===== src/design/dual_sonar_pi_steering_assert.svh =====
// Assertion macros shared by the steering controller.
`ifndef DUAL_SONAR_PI_STEERING_ASSERT_SVH
`define DUAL_SONAR_PI_STEERING_ASSERT_SVH

// Same-cycle implication, checked outside reset.
`define DSPS_ASSERT_IMPL(lbl, ante, cons) \
   lbl: assert property (@(posedge clock) disable iff (reset) (ante) |-> (cons)) \
      else $error("steering assertion failed");

// Next-cycle implication, checked outside reset.
`define DSPS_ASSERT_NEXT(lbl, ante, cons) \
   lbl: assert property (@(posedge clock) disable iff (reset) (ante) |=> (cons)) \
      else $error("steering assertion failed");

`endif


===== src/design/dsps_pkg.sv =====
`timescale 1ns / 1ps

package dsps_pkg;

   // Field and register widths.
   localparam int DIST_W  = 9;
   localparam int US_W    = 12;
   localparam int POS_W   = 16;
   localparam int GAIN_W  = 16;
   localparam int SUM_W   = 32;

   // Configuration register indexes.
   typedef enum logic [2:0] {
      REG_NEUTRAL_US  = 3'd0,
      REG_MIN_US      = 3'd1,
      REG_MAX_US      = 3'd2,
      REG_START_LEFT  = 3'd3,
      REG_START_RIGHT = 3'd4,
      REG_JUMP_LIMIT  = 3'd5,
      REG_KP_Q8       = 3'd6,
      REG_KI_DT_Q16   = 3'd7
   } csr_index_type;

   // Register values after reset.
   localparam logic [US_W-1:0]   RST_NEUTRAL_US  = 12'd1490;
   localparam logic [US_W-1:0]   RST_MIN_US      = 12'd1000;
   localparam logic [US_W-1:0]   RST_MAX_US      = 12'd2000;
   localparam logic [DIST_W-1:0] RST_START_LEFT  = 9'd0;
   localparam logic [DIST_W-1:0] RST_START_RIGHT = 9'd0;
   localparam logic [DIST_W-1:0] RST_JUMP_LIMIT  = 9'd8;
   localparam logic [GAIN_W-1:0] RST_KP_Q8       = 16'd102;
   localparam logic [GAIN_W-1:0] RST_KI_DT_Q16   = 16'd213;

   // Saturate a 17-bit signed value to 16 bits.
   function automatic logic [POS_W-1:0] sat16(input logic [POS_W:0] v);
      logic [POS_W-1:0] r;
      if (v[POS_W] != v[POS_W-1]) begin
         r = v[POS_W] ? {1'b1, {(POS_W-1){1'b0}}} : {1'b0, {(POS_W-1){1'b1}}};
      end else begin
         r = v[POS_W-1:0];
      end
      return r;
   endfunction

   // Saturate a 33-bit signed value to 32 bits.
   function automatic logic [SUM_W-1:0] sat32(input logic [SUM_W:0] v);
      logic [SUM_W-1:0] r;
      if (v[SUM_W] != v[SUM_W-1]) begin
         r = v[SUM_W] ? {1'b1, {(SUM_W-1){1'b0}}} : {1'b0, {(SUM_W-1){1'b1}}};
      end else begin
         r = v[SUM_W-1:0];
      end
      return r;
   endfunction

endpackage


===== src/design/dual_sonar_pi_steering.sv =====
`timescale 1ns / 1ps

// PI steering controller fed by two side sonars. Each input word carries one
// distance; words alternate left, right, starting with left after reset. A
// reading that jumps from the previous reading of its side by more than
// jump_limit rebases that side's wall offset. Lateral position is right
// deviation minus left deviation, the error is its negation and feeds a
// saturating 32-bit integral. Steering is neutral + kp*error (Q8.8) +
// ki_dt*integral (Q0.16), truncated toward zero, clamped to max_us and then
// to min_us. Writing a start offset also reloads that side's offset and last
// reading. The block is a five-register pipeline (input, side update and
// integral, gain multipliers, sum, truncate and clamp): it takes one word per
// clock while the result side does not stall; each result passes through all
// these registers in order before it is offered. Write configuration only
// while no word is in flight.
module dual_sonar_pi_steering (
   input  logic        clock,
   input  logic        reset,
   input  logic        req_tvalid,
   output logic        req_tready,
   input  logic [15:0] req_tdata,   // [8:0] distance_cm, [15:9] zero
   output logic        rsp_tvalid,
   input  logic        rsp_tready,
   output logic [31:0] rsp_tdata,   // [11:0] steering_us, [27:12] lateral_pos, [31:28] zero
   output logic        rsp_tuser,   // [0] was_right
   input  logic        csr_valid,
   output logic        csr_ready,
   input  logic [2:0]  csr_index,
   input  logic [15:0] csr_data
);

`include "dual_sonar_pi_steering_assert.svh"

   // Configuration registers.
   logic [dsps_pkg::US_W-1:0]   neutral_us_ff, min_us_ff, max_us_ff;
   logic [dsps_pkg::DIST_W-1:0] jump_limit_ff;
   logic [dsps_pkg::GAIN_W-1:0] kp_q8_ff, ki_dt_q16_ff;
   logic                        csr_write;
   dsps_pkg::csr_index_type     csr_sel;

   // Pipeline control.
   logic vld0_ff, vld1_ff, vld2_ff, vld3_ff, rsp_vld_ff;
   logic rdy1, rdy2, rdy3, rdy4, ld1, ld4;

   // Stage 0: input word.
   logic [dsps_pkg::DIST_W-1:0] dist_ff;

   // Controller state.
   logic                        turn_ff, turn_in;
   logic signed [15:0]          off_l_ff, off_l_in, off_r_ff, off_r_in;
   logic [dsps_pkg::DIST_W-1:0] last_l_ff, last_l_in, last_r_ff, last_r_in;
   logic signed [15:0]          dev_l_ff, dev_l_in, dev_r_ff, dev_r_in;
   logic signed [31:0]          esum_ff, esum_in;

   // Stage 1 working signals and registers.
   logic [dsps_pkg::DIST_W-1:0] cur_last;
   logic signed [15:0]          cur_off, new_off, new_dev, lateral_in;
   logic signed [9:0]           delta;
   logic [9:0]                  mag;
   logic                        jump;
   logic signed [16:0]          err_in;
   logic signed [16:0]          err1_ff;
   logic signed [15:0]          lat1_ff;
   logic                        right1_ff;

   // Stage 2: products.
   logic signed [33:0] kp_prod_in, kp_prod_ff;
   logic signed [48:0] ki_prod_in, ki_prod_ff;
   logic signed [15:0] lat2_ff;
   logic               right2_ff;

   // Stage 3: Q16 sum.
   logic signed [49:0] acc_in, acc_ff;
   logic signed [15:0] lat3_ff;
   logic               right3_ff;

   // Stage 4: truncation and clamp.
   logic signed [33:0]        quot, q;
   logic                      round_up, gt_max, lt_min;
   logic [dsps_pkg::US_W-1:0] steer_in, steer_ff;
   logic signed [15:0]        rsp_lat_ff;
   logic                      rsp_right_ff;

   // Configuration port: always ready.
   assign csr_ready = 1'b1;
   assign csr_write = csr_valid && csr_ready;
   assign csr_sel   = dsps_pkg::csr_index_type'(csr_index);

   always_ff @(posedge clock) begin
      if (reset) begin
         neutral_us_ff  <= dsps_pkg::RST_NEUTRAL_US;
         min_us_ff      <= dsps_pkg::RST_MIN_US;
         max_us_ff      <= dsps_pkg::RST_MAX_US;
         jump_limit_ff  <= dsps_pkg::RST_JUMP_LIMIT;
         kp_q8_ff       <= dsps_pkg::RST_KP_Q8;
         ki_dt_q16_ff   <= dsps_pkg::RST_KI_DT_Q16;
      end else if (csr_write) begin
         // The start offsets go straight into the controller state below.
         case (csr_sel)
            dsps_pkg::REG_NEUTRAL_US:  neutral_us_ff  <= csr_data[11:0];
            dsps_pkg::REG_MIN_US:      min_us_ff      <= csr_data[11:0];
            dsps_pkg::REG_MAX_US:      max_us_ff      <= csr_data[11:0];
            dsps_pkg::REG_JUMP_LIMIT:  jump_limit_ff  <= csr_data[8:0];
            dsps_pkg::REG_KP_Q8:       kp_q8_ff       <= csr_data;
            dsps_pkg::REG_KI_DT_Q16:   ki_dt_q16_ff   <= csr_data;
            default: ;
         endcase
      end
   end

   // Each stage loads when it is empty or its content moves on.
   assign rdy4       = !rsp_vld_ff || rsp_tready;
   assign rdy3       = !vld3_ff || rdy4;
   assign rdy2       = !vld2_ff || rdy3;
   assign rdy1       = !vld1_ff || rdy2;
   assign req_tready = !vld0_ff || rdy1;
   assign ld1        = vld0_ff && rdy1;
   assign ld4        = vld3_ff && rdy4;

   always_ff @(posedge clock) begin
      if (reset) begin
         vld0_ff    <= 1'b0;
         vld1_ff    <= 1'b0;
         vld2_ff    <= 1'b0;
         vld3_ff    <= 1'b0;
         rsp_vld_ff <= 1'b0;
      end else begin
         if (req_tready) begin
            vld0_ff <= req_tvalid;
         end
         if (rdy1) begin
            vld1_ff <= vld0_ff;
         end
         if (rdy2) begin
            vld2_ff <= vld1_ff;
         end
         if (rdy3) begin
            vld3_ff <= vld2_ff;
         end
         if (rdy4) begin
            rsp_vld_ff <= vld3_ff;
         end
      end
   end

   // Stage 0: capture the distance.
   always_ff @(posedge clock) begin
      if (req_tvalid && req_tready) begin
         dist_ff <= req_tdata[8:0];
      end
   end

   // Stage 1: rebase the offset of the current side, form the deviation,
   // the lateral position, the error and the new integral.
   always_comb begin
      cur_last   = turn_ff ? last_r_ff : last_l_ff;
      cur_off    = turn_ff ? off_r_ff : off_l_ff;
      delta      = $signed({1'b0, dist_ff}) - $signed({1'b0, cur_last});
      mag        = delta[9] ? -delta : delta;
      jump       = mag > {1'b0, jump_limit_ff};
      new_off    = jump ? dsps_pkg::sat16({cur_off[15], cur_off} + {{7{delta[9]}}, delta})
                        : cur_off;
      new_dev    = dsps_pkg::sat16({8'b0, dist_ff} - {new_off[15], new_off});
      dev_l_in   = turn_ff ? dev_l_ff : new_dev;
      dev_r_in   = turn_ff ? new_dev : dev_r_ff;
      lateral_in = dsps_pkg::sat16({dev_r_in[15], dev_r_in} - {dev_l_in[15], dev_l_in});
      err_in     = -{lateral_in[15], lateral_in};
      esum_in    = dsps_pkg::sat32({esum_ff[31], esum_ff} + {{16{err_in[16]}}, err_in});
      turn_in    = !turn_ff;
      off_l_in   = turn_ff ? off_l_ff : new_off;
      off_r_in   = turn_ff ? new_off : off_r_ff;
      last_l_in  = turn_ff ? last_l_ff : dist_ff;
      last_r_in  = turn_ff ? dist_ff : last_r_ff;
   end

   // Controller state; a start offset write reloads that side.
   always_ff @(posedge clock) begin
      if (reset) begin
         turn_ff   <= 1'b0;
         off_l_ff  <= $signed({7'b0, dsps_pkg::RST_START_LEFT});
         off_r_ff  <= $signed({7'b0, dsps_pkg::RST_START_RIGHT});
         last_l_ff <= dsps_pkg::RST_START_LEFT;
         last_r_ff <= dsps_pkg::RST_START_RIGHT;
         dev_l_ff  <= '0;
         dev_r_ff  <= '0;
         esum_ff   <= '0;
      end else if (csr_write && csr_sel == dsps_pkg::REG_START_LEFT) begin
         off_l_ff  <= $signed({7'b0, csr_data[8:0]});
         last_l_ff <= csr_data[8:0];
      end else if (csr_write && csr_sel == dsps_pkg::REG_START_RIGHT) begin
         off_r_ff  <= $signed({7'b0, csr_data[8:0]});
         last_r_ff <= csr_data[8:0];
      end else if (ld1) begin
         turn_ff   <= turn_in;
         off_l_ff  <= off_l_in;
         off_r_ff  <= off_r_in;
         last_l_ff <= last_l_in;
         last_r_ff <= last_r_in;
         dev_l_ff  <= dev_l_in;
         dev_r_ff  <= dev_r_in;
         esum_ff   <= esum_in;
      end
   end

   // The integral stays in esum_ff until stage 2 has taken this word.
   always_ff @(posedge clock) begin
      if (ld1) begin
         err1_ff   <= err_in;
         lat1_ff   <= lateral_in;
         right1_ff <= turn_ff;
      end
   end

   // Stage 2: proportional and integral products.
   assign kp_prod_in = $signed({1'b0, kp_q8_ff}) * err1_ff;
   assign ki_prod_in = $signed({1'b0, ki_dt_q16_ff}) * esum_ff;

   always_ff @(posedge clock) begin
      if (vld1_ff && rdy2) begin
         kp_prod_ff <= kp_prod_in;
         ki_prod_ff <= ki_prod_in;
         lat2_ff    <= lat1_ff;
         right2_ff  <= right1_ff;
      end
   end

   // Stage 3: sum of all three terms in Q16.
   assign acc_in = $signed({22'b0, neutral_us_ff, 16'b0})
                 + $signed({{8{kp_prod_ff[33]}}, kp_prod_ff, 8'b0})
                 + $signed({ki_prod_ff[48], ki_prod_ff});

   always_ff @(posedge clock) begin
      if (vld2_ff && rdy3) begin
         acc_ff    <= acc_in;
         lat3_ff   <= lat2_ff;
         right3_ff <= right2_ff;
      end
   end

   // Stage 4: drop the fraction toward zero, clamp to max and then to min.
   always_comb begin
      quot     = acc_ff[49:16];
      round_up = acc_ff[49] && (acc_ff[15:0] != 16'd0);
      q        = quot + $signed({33'b0, round_up});
      gt_max   = q > $signed({22'b0, max_us_ff});
      lt_min   = q < $signed({22'b0, min_us_ff});
      if (gt_max) begin
         steer_in = (max_us_ff < min_us_ff) ? min_us_ff : max_us_ff;
      end else if (lt_min) begin
         steer_in = min_us_ff;
      end else begin
         steer_in = q[11:0];
      end
   end

   always_ff @(posedge clock) begin
      if (ld4) begin
         steer_ff     <= steer_in;
         rsp_lat_ff   <= lat3_ff;
         rsp_right_ff <= right3_ff;
      end
   end

   assign rsp_tvalid = rsp_vld_ff;
   assign rsp_tdata  = {4'b0, rsp_lat_ff, steer_ff};
   assign rsp_tuser  = rsp_right_ff;

   // Sides alternate with every word that passes the side update, unless a start offset write comes in the same cycle.
   `DSPS_ASSERT_NEXT(a_side_alternates, ld1, turn_ff != $past(turn_ff))

   // A positive error never lowers the integral.
   `DSPS_ASSERT_NEXT(a_integral_rises, ld1 && !err_in[16] && err_in != 17'd0, esum_ff >= $past(esum_ff))

   // With a sane window the steering result lies inside it.
   `DSPS_ASSERT_NEXT(a_steer_window, ld4 && min_us_ff <= max_us_ff, steer_ff >= $past(min_us_ff) && steer_ff <= $past(max_us_ff))

endmodule

===== config.mk =====
export PLATFORM = sky130hd
export DESIGN_NAME = dual_sonar_pi_steering
export DESIGN_NICKNAME = d
export VERILOG_FILES = /design/src/design/dsps_pkg.sv /design/src/design/dual_sonar_pi_steering.sv
export VERILOG_INCLUDE_DIRS = /design/src /design/src/design
export SDC_FILE = /design/constraint.sdc
export NUM_CORES = 2
export LEC_CHECK = 0
export ABC_CLOCK_PERIOD_IN_PS = 20200
export CAP_MARGIN = 25
export CORE_UTILIZATION = 48
export DETAILED_ROUTE_END_ITERATION = 7
export DONT_BUFFER_PORTS = 1
export HOLD_SLACK_MARGIN = 0.03
export PLACE_DENSITY_LB_ADDON = 0.3
export SLEW_MARGIN = 20
export SYNTH_ARGS = -nofsm -noshare
export SYNTH_HDL_FRONTEND = slang
export SYNTH_SLANG_ARGS = --single-unit

===== constraint.sdc =====
create_clock -name clock -period 20.2 [get_ports clock]
set_clock_uncertainty 0.2 [all_clocks]
set_input_delay 0 -clock clock [delete_from_list [all_inputs] [get_ports clock]]
set_output_delay 0 -clock clock [all_outputs]
set_load 0.01 [all_outputs]

==> flow_metrics.env <==
export IMPL_status="complete, no violations"
export IMPL_cts_root_buf="clkbuf_16"
export IMPL_yosysWarnings=0
export IMPL_synth_compound_area_share_pct=11.4
export IMPL_crit_required_ps=20560
export IMPL_cts_hold_buf=55
export IMPL_synth_distinct_cells=109
export IMPL_dp_hpwl_microns=100000
export IMPL_worstMarginPinSlew_ps=990
export IMPL_cts_buffers=48
export IMPL_maxCapViolations=0
export IMPL_slew_viol_final=0
export IMPL_whs_ps=61.3
export IMPL_routedWlPerCell_microns=18.6
export IMPL_routed_via_count=38600
export IMPL_critPathMaxStageDelay_ps=780
export IMPL_nets=6685
export IMPL_yosysTopAreaCell="fa_1"
export IMPL_row_count=120
export IMPL_insertion_delay_ps=630
export IMPL_r2r_cells=67
export IMPL_synthTopCellsByArea="fa_1 28%, edfxtp_1 14%, ha_1 11%, dfxtp_1 7.6%, inv_1 6.2%"
export IMPL_ioPinCount=76
export IMPL_dieArea_sq_um=109000
export IMPL_reg2reg_from="turn_ff$_SDFFE_PP0P_"
export IMPL_r2r_end="esum_ff[11]$_SDFFE_PP0P_"
export IMPL_yosys_area_share_simple_pct=16.1
export IMPL_antenna_found_initial=6
export IMPL_rrSetupSlack_ps=1980
export IMPL_rsz0062_at_grt="no"
export IMPL_crit_type="flop to flop"
export IMPL_ys_ff_latch=435
export IMPL_syn_inst=5555
export IMPL_fin_setup_tns_ps=0
export IMPL_grt_usage_pct=24.5
export IMPL_postSynth_asyncResetShare_pct=0
export IMPL_fin_crit_ps=18220
export IMPL_overflow=0
export IMPL_h_tree_depth=2
export IMPL_seq_area_frac_synth_pct=21.4
export IMPL_drtIter0Drc=2613
export IMPL_synthMuxAreaShare_pct=0.861
export IMPL_syn_avg_cell_area_sq_um=9.31
export IMPL_cts_buffer_depth=3
export IMPL_finalWirelength_microns=129000
export IMPL_arrival_ps=18580
export IMPL_synth_main_ff_cell="edfxtp_1"
export IMPL_cts_sinks=435
export IMPL_grt_pass1_vias=39300
export IMPL_drive_above_1_share_pct=4.35
export IMPL_worst_setup_path_end_kind="flop"
export IMPL_synth_top_area_share_pct=27.7
export IMPL_antenna_left=0
export IMPL_ctsResizeCount=0
export IMPL_drtPass1Iterations=5
export IMPL_viasPerCell=5.57
export IMPL_start_util_pct=48.4
export IMPL_synth_area_sq_um=51700
export IMPL_relSlewSlack_pct=33.9
export IMPL_critPathCapture="esum_ff[11]$_SDFFE_PP0P_"
export IMPL_io_buffer_count=0
export IMPL_hold_violations=0
export IMPL_synth_top_family_by_area="adder cells"
export IMPL_cp_max_fo=55
export IMPL_grt_max_degree=180
export IMPL_critical_path_slowest_cell="dfxtp_2"
export IMPL_synth_edf_count=238
export IMPL_die_w_microns=330
export IMPL_period_share_pct=90.2
export IMPL_post_cts_buffers=0
export IMPL_min_delay_start="csr_data[15]"
export IMPL_max_clock_freq_mhz=54.9
export IMPL_crit_start="turn_ff$_SDFFE_PP0P_"
export IMPL_synthToLayoutAreaGrowth_pct=6.74
export IMPL_drc_errors=0
export IMPL_synth_xor_area_share_pct=3.57
export IMPL_setup_viol=0
export IMPL_clk_pin_slew_worst_paths_ps=60
export IMPL_grt_first_pass_wirelength_microns=212000
export IMPL_synthAdderAreaFrac_pct=38.7
export IMPL_gp_congestion=0.917
export IMPL_cts_tree="yes"
export IMPL_start_kind="flop"
export IMPL_nFillCells=9885
export IMPL_die_y_microns=330
export IMPL_core_area_sq_um=107000
export IMPL_hold_path_class="input port to flop"
[registers in the layout, summed over array words and instances (netlist names), 17 cells and up]
register	flops
esum_ff	32
err1_ff	17
acc_ff	50
ki_prod_ff	49
kp_prod_ff	34
[layer usage]
layer | vias up | wire, microns | track usage (%)
li1 | 17900 | - | -
met1 | 19500 | 56700 | 33.4
met2 | 1023 | 61000 | 40.9
met3 | 214 | 6420 | 2.14
met4 | 4 | 4670 | 8.38
met5 | - | 28 | 0
[cell usage in the layout (no fill, tap or decap), types with 66 or more instances in the layout]
master,netlist,routed
inv_1,857,857
nor2_1,239,239
edfxtp_1,238,238
xor2_1,66,66
dfxtp_1,197,192
fa_1,716,716
nand2_1,795,795
a21o_1,91,91
xnor2_1,139,139
and2_1,334,334
o21ai_0,137,137
ha_1,446,446
a21oi_1,256,256
nor3_1,69,66
[synthesized netlist by cell type, types with 17 or more instances]
cell type,n
a311oi_1,27
nor3_1,69
nor2_1,239
nand4_1,27
mux2i_1,22
dfxtp_1,197
ha_1,446
o21a_1,44
nand3_1,63
xor2_1,66
nand3b_1,18
clkbuf_1,196
mux2_2,20
nor2b_1,45
xnor2_1,139
a21o_1,91
nand2b_1,48
edfxtp_1,238
a21oi_1,256
and2_1,334
o21bai_1,17
nand2_1,795
o21ai_0,137
fa_1,716
and3_1,23
a31oi_1,22
inv_1,857
a211oi_1,64
[through the flow]
stage / utilization, % / instances / worst slack [ps] / instance area [sq um]
finish: 51.6 / 6927 / 1980 / 55200
global route: 51.6 / 6927 / 603 / 55200
CTS: 51.6 / 6924 / 2260 / 55200
detailed placement: 49.5 / 6780 / 2840 / 53000
global placement: 49.5 / 6778 / 3150 / 52900
floorplan: - / 5558 / 4180 / 51700
[layout make-up]
class	count	area (sq um)	area share, %
Sequential cell	435	11100	20.1
Clock inverter	31	364	0.660
Multi-Input combinational cell	4039	36500	66.2
Tap cell	1403	1760	3.18
Antenna cell	2	5.00	0.00907
Clock buffer	58	1280	2.32
Timing Repair Buffer	101	921	1.67
Inverter	858	3220	5.84
[worst min path at each step]
stage | to | slack [ps] | cells past startpoint
floorplan | dist_ff[0]$_DFFE_PP_ | -100 | 0
global route | kp_q8_ff[15]$_SDFFE_PP0P_ | 60 | 3
finish | kp_q8_ff[15]$_SDFFE_PP0P_ | 60 | 3
detailed placement | dist_ff[1]$_DFFE_PP_ | -100 | 0
CTS | kp_q8_ff[15]$_SDFFE_PP0P_ | 30 | 3
global placement | esum_ff[12]$_SDFFE_PP0P_ | -100 | 1
[worst max-delay path, delay by kind of cell (launching register included)]
kind,cells,cell delay (ps)
compound gates,37,8920
xor+xnor,2,510
fa+ha+maj,9,2880
buf+inv,5,1970
flops,1,780
mux,1,290
simple gates,13,2500
[logic make-up (layout without fill, tap and decap cells)]
logic type                 after synthesis  after routing
AOI/OAI and AO/OA                      871            871
adders and majority gates             1169           1169
xor gates and xnor gates               208            208
muxes                                   42             42
DFF                                    435            435
other                                    2              7
buffers and inverters                 1084           1048
and+or+nand+nor                       1744           1744
Power is not shown: default switching activity piles up to over one toggle a cycle in this logic, so the estimate is an artifact.
